===== src/design/fswa_ram.sv =====
// Generic single-port-write, single-port-read RAM with registered read data.
module fswa_ram #(
  parameter int WIDTH = 8,
  parameter int DEPTH = 16
) (
  input  logic                     clk,
  input  logic                     we,
  input  logic [$clog2(DEPTH)-1:0] waddr,
  input  logic [WIDTH-1:0]         wdata,
  input  logic                     re,
  input  logic [$clog2(DEPTH)-1:0] raddr,
  output logic [WIDTH-1:0]         rdata
);

  logic [WIDTH-1:0] mem [DEPTH];

  always_ff @(posedge clk) begin
    if (we) begin
      mem[waddr] <= wdata;
    end
    if (re) begin
      rdata <= mem[raddr];
    end
  end

endmodule


===== config.mk =====
export PLATFORM = sky130hd
export DESIGN_NAME = fswa_ram
export DESIGN_NICKNAME = d
export VERILOG_FILES = /design/src/design/fswa_ram.sv
export SDC_FILE = /design/constraint.sdc
export NUM_CORES = 1
export LEC_CHECK = 0
export ABC_AREA = 1
export BUFFER_PORTS_ARGS = -buffer_cell sky130_fd_sc_hd__buf_4
export CAP_MARGIN = 20
export CORE_UTILIZATION = 23
export CTS_CLUSTER_DIAMETER = 40
export DETAILED_ROUTE_END_ITERATION = 7
export GPL_TIMING_DRIVEN = 0
export PLACE_DENSITY = 0.41
export SLEW_MARGIN = 10
export SYNTH_ARGS = -nofsm -noshare
export SYNTH_HDL_FRONTEND = slang
export SYNTH_SLANG_ARGS = --single-unit

===== constraint.sdc =====
create_clock -name clk -period 1.35 [get_ports clk]
set_clock_uncertainty 0.2 [all_clocks]
set_input_delay 0.2025 -clock clk [delete_from_list [all_inputs] [get_ports clk]]
set_output_delay 0.2025 -clock clk [all_outputs]
set_load 0.05 [all_outputs]

==> impl_metrics.ini <==
[yosys]
synth_seq_cells = 136
yosys.area.top_type = edfxtp_1
async_flop_share_pct = 0
yosysSeqAreaShare_pct = 69.8
synth_edf_count = 136
syn_area_per_cell_sq_um = 10.6
ys_warn_count = 0
synthCells = 551
synth_common_cells = 173 x nand2_1, 136 x edfxtp_1, 100 x inv_1
syn_nets = 570
yosysMostFrequentCell = nand2_1
synth_area_leaders = edfxtp_1 70%, nand2_1 11%, nand3_1 8.3%
synth_cell_types = 11
yosysTopAreaCellShare_pct = 69.8
syn_area_sq_um = 5850
synth_flop_cell = edfxtp_1

[sta]
timing.final.crit_share_pct = 115
tightestPinTransition_ns = 1.04
report.final.setup_viol = 32
finalHoldViolCount = 0
min_period_ns = 1.55
post-route-worst-setup-slack_ns = -0.204
rsz0062_at_grt = yes
timing.fmax_ghz = 0.644
tns_ns = -3.34
relSlewSlack_pct = 30.6
report.final.slew_viol_count = 0

[layout]
ff_latch_area_sq_um = 4080
multi_input_area_sq_um = 1440
drive_gt1_share_pct = 21.3
diodes = 0
fin_nets = 621
design_area_sq_um = 7340
fillers = 2529
synthToLayoutAreaGrowth_pct = 25.6

[floorplan]
fp.dieW_microns = 161
core_area_sq_um = 24600
rows = 57
fp.dieH_microns = 161
initial_core_util_pct = 23.8
design.die.area_sq_um = 26100
pin_count = 27

[route]
wl_mm = 15.5
routedWlPerCell_microns = 16.5
avgViaCountPerCell = 4.04
drt.antenna.violating_nets = 0
drc = 0
first_pass_iters = 5
vias = 3788
first_iter_violations = 269

[outcome]
status = finished, violations left
violations = setup timing

[grt]
grt_pass1_wl_mm = 23.6
grt_max_degree = 17
overflow = 0
antenna_found_initial = 0
grt_pass1_vias = 3796
gr-usage-all-layers_pct = 12.8

[worst_hold_path]
holdPathStages = 4
min_to = rdata[4]$_DFFE_PP_
holdCritStartpoint = raddr[2]
hold_class = in2reg

[worst_setup_path]
slowest_stage = nor2_1
critPathCaptureType = flop
r2r-start = mem[0][1]$_DFFE_PP_
startpoint = waddr[3]
rrSetupSlack_ns = 0.01
cp.required_ns = 1.19
crit_type = in2reg
critPathArrivalTime_ns = 1.39
r2r_end = rdata[1]$_DFFE_PP_
crit_chain = buf_4, nand3b_1, nor2_1
critPathLaunchType = input port
r2r_cells = 6
critPathMaxFanout = 8
max_stage_delay_ns = 0.82

[power]
power_frac_clock_pct = 44.7
p_leak_nw = 3.03
power.share.switching_pct = 22.2
seqPwrFrac_pct = 47.2
p_per_area_nw_per_um2 = 1380
power.total_w = 0.0101
vdd_drop_max_v = 0.000721
p_switching_w = 0.00225
p_comb_share_pct = 8.1
p_int_w = 0.00789

[placed_design]
io_buffers = 23
place_area_sq_um = 6420
gp_congestion = 0.810
hpwl_mm = 10.5
post-place-ws_ns = -0.625

[cts]
cts_sinks = 136
clockBufferDepth = 2
cts_made_buffers = 17
cts-root-buf = clkbuf_16
h-tree-depth = 4
clkSlewWorstSetupHoldPaths_ns = 0.06
post_cts_buffers = 0
cts_tree = done
clk-insertion-delay-late_ns = 0.43

[job]
cap_violations = 0
## routing by layer
metal / vias up / part of all wire [%] / GRT usage, %
met3: 27 / 3.6 / 2.34
li1: 1882 / - / -
met4: 0 / 3.3 / 6.43
met2: 106 / 45 / 19.4
met1: 1773 / 48 / 17.4
met5: - / 0 / 0
## cells by family (layout without fill, tap and decap cells)
kind of cell	after synthesis	after routing	share of synthesized area [%]
and+or+nand+nor	289	289	20.8
buffers and inverters	126	189	9.39
DFF	136	136	69.8
## layout by cell type (no fill, tap or decap), types with 2 or more instances in the layout
cell type,synthesis,final
clkbuf_16,0,17
nand2_1,173,155
bufinv_16,0,3
clkbuf_1,0,4
clkinv_2,0,4
buf_2,13,10
nor2_1,17,9
nand3b_1,2,2
nor2_2,0,8
clkinvlp_4,0,2
nand3_2,0,29
inv_1,100,99
buf_4,4,19
edfxtp_1,136,136
clkbuf_4,0,3
nand3_1,97,67
inv_2,2,3
buf_6,6,14
dlygate4sd3_1,0,9
nand2_2,0,18
## per-stage QoR
stage / util (%) / hold slack [ns] / std cells
2_1_floorplan: - / 0.101 / 551
3_3_place_gp: 26.1 / 0.280 / 898
3_5_place_dp: 26.1 / 0.291 / 898
4_1_cts: 29.1 / 0.114 / 938
5_1_grt: 29.8 / 0.126 / 938
6_report: 29.8 / 0.107 / 938
## how the worst max path moves through the flow
stage	to	slack [ns]	depth (start not counted)
after floorplan	mem[4][0]$_DFFE_PP_	-0.003	2
after global placement	mem[4][1]$_DFFE_PP_	-0.59	3
after detailed placement	mem[4][3]$_DFFE_PP_	-0.62	3
after CTS	mem[5][1]$_DFFE_PP_	-0.15	3
after global routing	mem[5][1]$_DFFE_PP_	-0.22	3
final	mem[7][0]$_DFFE_PP_	-0.20	3
## area by class of cell
cell class / instances / area share [%]
Clock buffer: 21 / 6.00
Sequential cell: 136 / 55.6
Clock inverter: 10 / 1.75
Buffer: 24 / 2.37
Multi-Input combinational cell: 289 / 19.6
Tap cell: 324 / 5.52
Inverter: 102 / 5.21
Timing Repair Buffer: 32 / 3.99
## registers in the layout, indices dropped and copies added, names as in the netlist
name   cells
mem      128
rdata      8
## power by group through the flow
stage | logic, W | registers (W) | clock network (W)
2_1_floorplan | 0.000333 | 0.00494 | 0
3_3_place_gp | 0.000720 | 0.00487 | 0
3_5_place_dp | 0.000727 | 0.00487 | 0
4_1_cts | 0.000773 | 0.00479 | 0.00460
5_1_grt | 0.000894 | 0.00479 | 0.00477
6_report | 0.000818 | 0.00479 | 0.00453
## worst max-delay path, delay by kind of cell
family | cells | cell delay (ns)
buf+inv | 1 | 0.12
simple gates | 2 | 1.06
## repair_timing
| action | 4_1_cts | 5_1_grt |
|---|---|---|
| endpoints found under the setup margin | 77 | 53 |
| gates resized for setup | 19 | 50 |
| hold buffers | 9 | 0 |
| hold endpoints to repair | 136 | 0 |
| pin swaps | 2 | 22 |
Power figures use the tool's default switching activity.
